$ cat src/sv/spd_pkg.sv
package spd_pkg;

	// Packet and chunk geometry
	localparam int MAX_PAYLOAD = 1024;
	localparam int CHUNK_BYTES = 64;
	localparam int SIZE_W = 11;
	localparam int POS_W = 7;

	localparam logic [15:0] MAX_SIZE = 16'(MAX_PAYLOAD + 2);
	localparam logic [POS_W-1:0] CHUNK_LAST_POS = POS_W'(CHUNK_BYTES + 1);
	localparam logic [POS_W-1:0] CRC_LO_POS = POS_W'(2);
	localparam logic [POS_W-1:0] CRC_HI_POS = POS_W'(3);
	localparam logic [SIZE_W-1:0] CRC_BYTES = SIZE_W'(2);

	localparam logic [7:0] REPLY_GET_PACKET = 8'h02;
	localparam logic [15:0] CRC_POLY = 16'h1189;

	// Verdict codes
	localparam logic [1:0] VERDICT_OK = 2'd0;
	localparam logic [1:0] VERDICT_WRONG_REPLY = 2'd1;
	localparam logic [1:0] VERDICT_TOO_SHORT = 2'd2;
	localparam logic [1:0] VERDICT_CRC_BAD = 2'd3;

	// Item command codes
	localparam logic CMD_STATUS = 1'b0;
	localparam logic CMD_BYTE = 1'b1;

	typedef enum logic [1:0] {
		PHASE_IDLE = 2'd0,
		PHASE_RECV = 2'd1
	} phase_t;

	typedef struct packed {
		logic byte_valid;
		logic [7:0] payload_byte;
		logic last;
		logic [1:0] verdict;
		logic signed [7:0] signal_strength;
		logic [SIZE_W-1:0] payload_length;
	} result_t;

	// One byte of CRC-16, MSB first
	function automatic logic [15:0] crc16_byte(input logic [15:0] crc, input logic [7:0] b);
		logic [15:0] c;
		c = crc ^ {b, 8'h00};
		for (int i = 0; i < 8; i++) begin
			c = c[15] ? ({c[14:0], 1'b0} ^ CRC_POLY) : {c[14:0], 1'b0};
		end
		return c;
	endfunction

endpackage

$ cat src/sv/spd_core.sv
module spd_core import spd_pkg::*; (
	input  logic clk,
	input  logic arst_n,
	input  logic en,
	input  logic cmd,
	input  logic [31:0] status_word,
	input  logic [7:0] rx_byte,
	output logic res_fire,
	output result_t res
);

	phase_t phase_q, phase_n;
	logic [SIZE_W-1:0] packet_size_q, packet_size_n;
	logic [SIZE_W-1:0] bytes_left_q, bytes_left_n;
	logic [POS_W-1:0] chunk_pos_q, chunk_pos_n;
	logic first_chunk_q, first_chunk_n;
	logic [SIZE_W-1:0] emitted_q, emitted_n;
	logic [15:0] rx_crc_q, rx_crc_n;
	logic [15:0] run_crc_q, run_crc_n;
	logic [7:0] rssi_q, rssi_n;

	logic [15:0] crc_upd;
	logic [SIZE_W-1:0] size_clamped;

	assign crc_upd = crc16_byte(run_crc_q, rx_byte);
	assign size_clamped = (status_word[15:0] > MAX_SIZE) ? MAX_SIZE[SIZE_W-1:0]
		: status_word[SIZE_W-1:0];

	// Work out the next state and the result for one transaction
	always_comb begin
		phase_n = phase_q;
		packet_size_n = packet_size_q;
		bytes_left_n = bytes_left_q;
		chunk_pos_n = chunk_pos_q;
		first_chunk_n = first_chunk_q;
		emitted_n = emitted_q;
		rx_crc_n = rx_crc_q;
		run_crc_n = run_crc_q;
		rssi_n = rssi_q;
		res_fire = 1'b0;
		res = '0;
		if (en) begin
			if (cmd == CMD_STATUS) begin
				// Open a new packet, abandoning any in progress
				phase_n = PHASE_IDLE;
				chunk_pos_n = '0;
				first_chunk_n = 1'b1;
				emitted_n = '0;
				rx_crc_n = '0;
				run_crc_n = '0;
				bytes_left_n = '0;
				if (status_word[31:24] != REPLY_GET_PACKET) begin
					rssi_n = '0;
					packet_size_n = '0;
					res_fire = 1'b1;
					res.last = 1'b1;
					res.verdict = VERDICT_WRONG_REPLY;
				end else begin
					rssi_n = status_word[23:16];
					packet_size_n = size_clamped;
					if (size_clamped < CRC_BYTES) begin
						res_fire = 1'b1;
						res.last = 1'b1;
						res.verdict = VERDICT_TOO_SHORT;
						res.signal_strength = status_word[23:16];
					end else begin
						bytes_left_n = size_clamped;
						phase_n = PHASE_RECV;
					end
				end
			end else if (phase_q == PHASE_RECV) begin
				// Skip echo bytes, capture CRC, count and emit data bytes
				if (chunk_pos_q >= CRC_LO_POS) begin
					if (first_chunk_q && chunk_pos_q == CRC_LO_POS) begin
						rx_crc_n[7:0] = rx_crc_q[7:0] | rx_byte;
					end else if (first_chunk_q && chunk_pos_q == CRC_HI_POS) begin
						rx_crc_n[15:8] = rx_crc_q[15:8] | rx_byte;
					end else if (bytes_left_q != '0) begin
						bytes_left_n = bytes_left_q - SIZE_W'(1);
						if (emitted_q < packet_size_q - CRC_BYTES) begin
							emitted_n = emitted_q + SIZE_W'(1);
							run_crc_n = crc_upd;
							res_fire = 1'b1;
							res.byte_valid = 1'b1;
							res.payload_byte = rx_byte;
							res.signal_strength = rssi_q;
						end
					end
				end
				// Advance the chunk position; close the packet at chunk end
				if (chunk_pos_q >= CHUNK_LAST_POS) begin
					chunk_pos_n = '0;
					first_chunk_n = 1'b0;
					if (bytes_left_n == '0) begin
						res_fire = 1'b1;
						res = '0;
						res.last = 1'b1;
						res.signal_strength = rssi_q;
						if (rx_crc_n == run_crc_n) begin
							res.verdict = VERDICT_OK;
							res.payload_length = packet_size_q - CRC_BYTES;
						end else begin
							res.verdict = VERDICT_CRC_BAD;
						end
						phase_n = PHASE_IDLE;
					end
				end else begin
					chunk_pos_n = chunk_pos_q + POS_W'(1);
				end
			end
		end
	end

	// Hold deframer state
	always_ff @(posedge clk or negedge arst_n) begin
		if (!arst_n) begin
			phase_q <= PHASE_IDLE;
			packet_size_q <= '0;
			bytes_left_q <= '0;
			chunk_pos_q <= '0;
			first_chunk_q <= 1'b1;
			emitted_q <= '0;
			rx_crc_q <= '0;
			run_crc_q <= '0;
			rssi_q <= '0;
		end else begin
			phase_q <= phase_n;
			packet_size_q <= packet_size_n;
			bytes_left_q <= bytes_left_n;
			chunk_pos_q <= chunk_pos_n;
			first_chunk_q <= first_chunk_n;
			emitted_q <= emitted_n;
			rx_crc_q <= rx_crc_n;
			run_crc_q <= run_crc_n;
			rssi_q <= rssi_n;
		end
	end

endmodule

$ cat src/sv/spi_packet_deframer_crc16_unit.sv
// Packet deframer with CRC-16 check for SPI chunk streams.
// Input channel (in_valid/in_ready): cmd = 0 carries a status word that
// opens a packet; cmd = 1 carries one byte of a 66-byte SPI chunk. The
// first two bytes of each chunk are echo bytes; bytes 2..3 of the first
// chunk hold the packet CRC, low byte first.
// Output channel (out_valid/out_ready): one transaction per payload byte
// (byte_valid = 1), and one closing transaction per packet (last = 1) with
// the verdict, rssi and payload length. Wrong reply codes and short sizes
// close at once, on the status word itself.
// A result passes through the input register, then the result register.
// Throughput: one transaction per cycle while the receiver does not stall,
// set by the state update with a byte-wide CRC step.
// Reset clears the input and result registers and returns the deframer to
// idle. When the receiver stalls, the result register holds its
// transaction, and the input register fills and then drops in_ready.
module spi_packet_deframer_crc16_unit import spd_pkg::*; (
	input  logic clk,
	input  logic arst_n,
	input  logic in_valid,
	output logic in_ready,
	input  logic cmd,
	input  logic [31:0] status_word,
	input  logic [7:0] rx_byte,
	output logic out_valid,
	input  logic out_ready,
	output logic byte_valid,
	output logic [7:0] payload_byte,
	output logic last,
	output logic [1:0] verdict,
	output logic signed [7:0] signal_strength,
	output logic [SIZE_W-1:0] payload_length
);

	logic valid_s1;
	logic cmd_s1;
	logic [31:0] status_word_s1;
	logic [7:0] rx_byte_s1;
	logic advance;
	logic res_fire;
	result_t res;
	result_t res_q;
	logic out_valid_q;

	// Stage 1 moves on whenever the result register can take a transaction
	assign advance = !out_valid_q || out_ready;
	assign in_ready = !valid_s1 || advance;

	// Input register
	always_ff @(posedge clk or negedge arst_n) begin
		if (!arst_n) begin
			valid_s1 <= 1'b0;
		end else if (in_ready) begin
			valid_s1 <= in_valid;
		end
	end

	always_ff @(posedge clk) begin
		if (in_ready && in_valid) begin
			cmd_s1 <= cmd;
			status_word_s1 <= status_word;
			rx_byte_s1 <= rx_byte;
		end
	end

	spd_core u_core (
		.clk         (clk),
		.arst_n      (arst_n),
		.en          (valid_s1 && advance),
		.cmd         (cmd_s1),
		.status_word (status_word_s1),
		.rx_byte     (rx_byte_s1),
		.res_fire    (res_fire),
		.res         (res)
	);

	// Result register
	always_ff @(posedge clk or negedge arst_n) begin
		if (!arst_n) begin
			out_valid_q <= 1'b0;
		end else if (advance) begin
			out_valid_q <= res_fire;
		end
	end

	always_ff @(posedge clk) begin
		if (advance && res_fire) begin
			res_q <= res;
		end
	end

	assign out_valid = out_valid_q;
	assign byte_valid = res_q.byte_valid;
	assign payload_byte = res_q.payload_byte;
	assign last = res_q.last;
	assign verdict = res_q.verdict;
	assign signal_strength = res_q.signal_strength;
	assign payload_length = res_q.payload_length;

endmodule
$ cat config.mk
export PLATFORM = sky130hd
export DESIGN_NAME = spi_packet_deframer_crc16_unit
export DESIGN_NICKNAME = d
export VERILOG_FILES = /design/src/sv/spd_pkg.sv /design/src/sv/spd_core.sv /design/src/sv/spi_packet_deframer_crc16_unit.sv
export SDC_FILE = /design/constraint.sdc
export NUM_CORES = 1
export LEC_CHECK = 0
export CAP_MARGIN = 10
export CORE_ASPECT_RATIO = 0.6
export CORE_MARGIN = 1
export CORE_UTILIZATION = 65
export CTS_BUF_LIST = sky130_fd_sc_hd__clkbuf_16
export DETAILED_ROUTE_END_ITERATION = 12
export DONT_BUFFER_PORTS = 1
export PLACE_DENSITY = 0.81
export SYNTH_ARGS = -nofsm -noshare
export SYNTH_HDL_FRONTEND = slang
export SYNTH_SLANG_ARGS = --single-unit
export TNS_END_PERCENT = 1
$ cat constraint.sdc
create_clock -name clk -period 7.16 [get_ports clk]
set_input_delay 1.432 -clock clk [delete_from_list [all_inputs] [get_ports clk]]
set_output_delay 1.432 -clock clk [all_outputs]
set_load 0.005 [all_outputs]
### Word level (Yosys, flattened, before mapping)

Index checks and enable logic that the tools add are counted.

| storage, ports and cells | value |
|---|---|
| bits of input ports | 45 |
| register bits after elaboration | 157 |

| cells by class | value |
|---|---|
| reductions and logical operators | 18 |
| add/subtract/negate cells | 4 |
| $lt $le $gt $ge | 5 |
| equal/unequal tests | 13 |
| multiplexer cells | 91 |
| bitwise gates (word level) | 12 |

Operator list:

| kind | number |
|---|---|
| two-way mux 16 bit | 16 |
| two-way mux 11 bit | 23 |
| two-way mux 13 bit | 8 |
| two-way mux 8 bit | 10 |
| two-way mux 31 bit | 2 |
| two-way mux 9 bit | 5 |
| inverter 5 bit | 8 |
| two-way mux 22 bit | 1 |
| two-way mux 7 bit | 3 |
| == test 16 bit | 1 |
| > comparator 16 x 11 -> 1 bit (second input constant) | 1 |
| two-way mux 1 bit | 16 |
| bitwise OR 8 bit | 2 |
| bitwise XOR 16 bit | 1 |
| == test 7 x 2 -> 1 bit (second input constant) | 2 |
| two-way mux 2 bit | 6 |
| != test 2 x 1 -> 1 bit (second input constant) | 6 |
| adder 11 x 1 -> 11 bit (second input constant) | 1 |
| logical NOT 11 bit | 1 |
| less-than comparator 11 bit | 1 |
| less-than comparator 11 x 2 -> 1 bit (second input constant) | 1 |
| nonzero test 11 bit | 1 |
| subtractor 11 x 1 -> 11 bit (second input constant) | 1 |
| subtractor 11 x 2 -> 11 bit (second input constant) | 1 |
| 16 further kinds | 25 |

### Depth between registers and ports, before layout

| depth | value |
|---|---|
| depth after elaboration | 31 |
| mapped depth | 16 |

### Hierarchy

From an unflattened synthesis, not the netlist that was laid out.

| unflattened totals | value |
|---|---|
| cells, all modules | 729 |
| area total of the unflattened synthesis | 7978.9 µm² |

By module, submodules not included:

| module | area each (µm²) | cells an instance | sequential area each (µm²) | times used |
|---|---|---|---|---|
| spd_core | 5706.7 | 648 | 2053.2 | 1 |
| spi_packet_deframer_crc16_unit | 2272.2 | 81 | 2212.1 | 1 |

### Worst setup path after synthesis

OpenSTA, ideal clock, no wires.

| timing path | value |
|---|---|
| path type | reg2reg |
| start | register u_core.packet_size_q[4] |
| end | register res_q, in the netlist verdict[1], data pin |
| slack | 3259 ps |
| stages on the path, launching flop included | 16 |
| arrival | 3648 ps |
| clock period less this slack | 3901 ps |
| data required time | 6906 ps |
| setup time | 254 ps |
| cells stage by stage | dfrtp_1 -> or3_1 -> nor3_1 -> nand3_1 -> nor3_1 -> xnor2_1 -> ha_1 -> nand3_1 -> or2_2 -> buf_1 -> nand2_1 -> clkbuf_1 -> mux2i_1 -> nand4b_1 -> or4_4 -> a21o_1 |

| between the ends | value |
|---|---|
| longest elaborated chain between the ends | 16 |

Ends and longest elaborated chain:

| what | RTL line | text |
|---|---|---|
| start, declared | spd_core.sv:13 | `logic [SIZE_W-1:0] packet_size_q, packet_size_n;` |
| start signal, assigned | spd_core.sv:128 | `packet_size_q <= packet_size_n;` |
| subtractor 11 x 2 -> 11 bit | spd_core.sv:80 | `if (emitted_q < packet_size_q - CRC_BYTES) begin` |
| less-than comparator 11 bit | spd_core.sv:80 |  |
| two-way mux 16 bit | spd_core.sv:80 |  |
| two-way mux 16 bit | spd_core.sv:78 | `end else if (bytes_left_q != '0) begin` |
| two-way mux 16 bit | spd_core.sv:76 | `end else if (first_chunk_q && chunk_pos_q == CRC_HI_POS) begin` |
| two-way mux 16 bit | spd_core.sv:74 | `if (first_chunk_q && chunk_pos_q == CRC_LO_POS) begin` |
| two-way mux 16 bit | spd_core.sv:73 | `if (chunk_pos_q >= CRC_LO_POS) begin` |
| two-way mux 16 bit | spd_core.sv:71 | `end else if (phase_q == PHASE_RECV) begin` |
| two-way mux 16 bit | spd_core.sv:43 | `if (cmd == CMD_STATUS) begin` |
| two-way mux 16 bit | spd_core.sv:42 | `if (en) begin` |
| == test 16 bit | spd_core.sv:99 | `if (rx_crc_n == run_crc_n) begin` |
| two-way mux 2 bit | spd_core.sv:99 |  |
| two-way mux 31 bit | spd_core.sv:94 | `if (bytes_left_n == '0) begin` |
| two-way mux 31 bit | spd_core.sv:91 | `if (chunk_pos_q >= CHUNK_LAST_POS) begin` |
| two-way mux 22 bit | spd_core.sv:71 |  |
| two-way mux 11 bit | spd_core.sv:43 |  |
| end signal, assigned | spi_packet_deframer_crc16_unit.sv:87 | `res_q <= res;` |
| end, declared | spi_packet_deframer_crc16_unit.sv:41 | `result_t res_q;` |

No other way between the ends. The select of a mux whose other input is x is not followed.
A chain may end at the register's enable or synchronous reset.

### Worst setup path after layout

| timing path | value |
|---|---|
| start | register u_core.bytes_left_q[0] |
| end | register res_q, in the netlist payload_length[7] (enable) |

| between the ends | value |
|---|---|
| longest elaborated chain between the ends | 15 |

Ends and longest elaborated chain:

| what | RTL line | text |
|---|---|---|
| start, declared | spd_core.sv:14 | `logic [SIZE_W-1:0] bytes_left_q, bytes_left_n;` |
| start signal, assigned | spd_core.sv:129 | `bytes_left_q <= bytes_left_n;` |
| subtractor 11 x 1 -> 11 bit or nonzero test 11 bit (tied branches) | spd_core.sv:79, spd_core.sv:78 |  |
| two-way mux 11 bit | spd_core.sv:78 |  |
| two-way mux 11 bit | spd_core.sv:76 |  |
| two-way mux 11 bit | spd_core.sv:74 |  |
| two-way mux 11 bit | spd_core.sv:73 |  |
| two-way mux 11 bit | spd_core.sv:71 |  |
| two-way mux 11 bit | spd_core.sv:43 |  |
| two-way mux 11 bit | spd_core.sv:42 |  |
| logical NOT 11 bit | spd_core.sv:94 |  |
| two-way mux 1 bit | spd_core.sv:94 |  |
| two-way mux 1 bit (*) | spd_core.sv:91 |  |
| two-way mux 1 bit (*) | spd_core.sv:71 |  |
| two-way mux 1 bit (*) | spd_core.sv:43 |  |
| two-way mux 1 bit (*) | spd_core.sv:42 |  |
| logical AND 1 bit (*) | spi_packet_deframer_crc16_unit.sv:86 | `if (advance && res_fire) begin` |

Mark *: on every way between the ends. The rest lies on a longest branch, timed or not. The select of a mux whose other input is x is not followed.

==> reports/qor.yml <==
crit_path_max_delay_family: "simple AND/OR/NAND/NOR gates"
most_used_cell_cp: "nand2_1"
row_count: 30
pin_slew_with_the_least_headroom_to_its_limit_ns: 1.18
clk_pin_slew_worst_paths_ns: 0.06
synth-seq-area-share_pct: 54.8
avgRoutedWirePerCell_um: 22.1
crit_path_max_fanout: 31
antenna_left: 0
h-tree-depth: 4
postSynth.topFlopCell: "dfrtp_1"
crit_path_cell_trace: "inv_1, ha_1, nor3b_1, nand3_1, o21ai_2, nand2_1, a211o_1, or4_1, or2_1, nand2_1, or2_2"
rsz0062_at_grt: "false"
post_route_cells_drive_above_1_share_pct: 9.00
cts_tree: "yes"
post_cts.resized_instances: 0
worst_ep_required_time_ns: 7.21
die_width_um: 143
final_clock_period_utilization_by_the_worst_path_pct: 69.4
grt_start_max_net_pins: 85
cts_max_path_buffers: 2
first_global_vias: 5400
r2r-start: "u_core.bytes_left_q[0]"
hpwl_um: 13300
edff_count_synth: 72
status: "finished, final reports clean"
clk_root_buffer_cell: "clkbuf_16"
hold_buffers: 0
num_antenna_cells: 0
design.die.area_um2: 12400
grt_first_pass_wirelength_um: 30000
yosys.cell_types.count: 67
flow.area_growth_from_synthesis_pct: 8.64
grt_util_all_layers_pct: 32.8
cts_made_buffers: 17
grt_remaining_overflow: 0
async_reset_ff_share_pct: 53.8
cp-start-kind: "register"
worst_hold_startpoint: "u_core.first_chunk_q"
cellLeakagePower_nw: 3.52
path_buf_inv: 1
hold_class: "register to register"
timing.setup.critical_path_class: "register to register"
mappedNetlistNets: 763
io_buffer_count: 0
clock-sinks: 156
detail_route.drc_violations: 0
postSynthAreaPerCell_um2: 11.1
timing.setup.tns_ns: 0
cts_setup_buffers: 0
fillers: 805
coreArea_um2: 11500
clock_insertion_delay_at_the_later_pin_of_the_skew_report_ns: 0.43
cpPeakStageDelay_ns: 0.76
drt-total-wl_um: 19200
pin_count: 78
antenna_violations_before_repair: 0
max_clock_freq_ghz: 0.201
timing.final.hold_violations: 0
start_point_of_the_critical_path: "u_core.bytes_left_q[0]"
crit_path_top_delay_cell: "or4_1"
die_y_um: 86.7
worst_clock_skew_on_the_final_layout_ns: 0.0153
post_synthesis_sequential_element_count: 156
detail_route.vias_per_cell: 6.82
timing.critical_path.arrival_ns: 5.02
finalNetCount: 759
timing.critical_path.to_type: "register"
max_cap_viol_count: 0
maxSlewHeadroom_pct: 20.2
utilization_pct: 73.6
postSynthCellCount: 702
ir_worst_vdd_uv: 201
ratio_of_total_power_to_cell_area_nw_per_um2: 382
netlist_area_um2: 7780
final_critical_period_ns: 4.97
detail_route.iter0.violations: 510
vias: 5942
synth_warnings: 0
start_util_pct: 67.7
setup_violations: 0
firstDrtPassIters: 5
globalplace.congestion: 0.894
slew_violations: 0
through the flow:
step	hold slack [ns]	cells	area, um2	setup WS, ns	power [mW]
after floorplan	0.446	702	7780	3.26	2.08
after global placement	0.461	838	7880	2.43	2.31
after detailed placement	0.461	838	7880	2.29	2.33
after CTS	0.474	870	8440	2.26	3.20
after global routing	0.519	871	8450	1.85	3.38
final	0.474	871	8450	2.19	3.23
cells in the mapped netlist, types with 16 or more instances:
cell type	count	share of area (%)
and3_1	16	1.3
a21oi_1	50	3.2
nand2_1	60	2.9
xnor2_1	35	3.9
o21ai_0	29	1.9
dfrtp_1	83	27
a22o_1	37	4.2
a21o_1	17	1.6
clkbuf_1	21	1.0
xor2_1	20	2.3
ha_1	16	2.6
nor2_1	54	2.6
edfxtp_1	72	28
kinds of logic after synthesis:
group,Yosys count,synth area share [%]
mux,1,0.129
buf+inv,38,2.20
compound gates,194,17.3
simple gates,242,16.7
xor+xnor,55,6.19
fa+ha+maj,16,2.57
flops,156,54.8
tightest hold or removal path: stages (launching register included):
cell	delay (ns)
dfstp_2	0.38
nand2_1	0.05
nand2_1	0.05
cell usage in the layout (no fill, tap or decap), drive strengths merged, types with 4 or more instances in the layout:
master and n:
a211o 5, a21o 18, a21oi 51, a22o 37
a31oi 4, and2 14, and3 16, buf 5
clkbuf 17, clkinv 6, dfrtp 83, edfxtp 72
ha 16, inv 16, nand2 60, nand2b 5
nand3 13, nand4 14, nor2 54, nor3 26
nor4 6, o211ai 10, o21ai 31, o22ai 8
o31ai 7, o41ai 4, or2 7, or3 7
or4 9, xnor2 35, xor2 20
final cells by class:
| type | count | area [um2] | share of cell area, % |
|---|---|---|---|
| flip-flops and latches | 156 | 4270 | 50.5 |
| inverters | 10 | 37.5 | 0.444 |
| repair buffers | 5 | 37.5 | 0.444 |
| multi-input cells | 508 | 3340 | 39.6 |
| clock inverters | 15 | 141 | 1.67 |
| clock buffers | 17 | 425 | 5.03 |
| well taps | 160 | 200 | 2.37 |
path summary, 6_finish.rpt:
check	slack (ns)	end	depth (start not counted)
max in group asynchronous	6.23	u_core.first_chunk_q	0
min in group asynchronous	0.70	u_core.rx_crc_q[13]	0
setup / recovery	2.19	payload_length[7]	11
setup reg to reg	2.19	payload_length[7]	11
hold reg to reg	0.47	u_core.first_chunk_q	2
hold / removal	0.47	u_core.first_chunk_q	2
layer usage:
| layer | share of wire, % | GRT usage, % |
|---|---|---|
| met5 | 0 | 0 |
| met4 | 1.1 | 8.03 |
| met3 | 9.5 | 7.57 |
| met2 | 42 | 45.8 |
| met1 | 48 | 51.2 |
state kept, by name, indices dropped and copies added (netlist names), 11 cells and up:
signal,flops
payload_length,11
u_core.packet_size_q,11
u_core.rx_crc_q,16
u_core.run_crc_q,16
status_word_s1,32
u_core.emitted_q,11
u_core.bytes_left_q,11
power by group:
part | switching, mW | internal [mW] | leakage, nW | total (mW)
combinational | 0.707 | 0.436 | 1.40 | 1.14
sequential | 0.137 | 1.08 | 1.85 | 1.22
clock | 0.386 | 0.485 | 0.277 | 0.871
total | 1.23 | 2.00 | 3.52 | 3.23
Power figures use the tool's default switching activity.
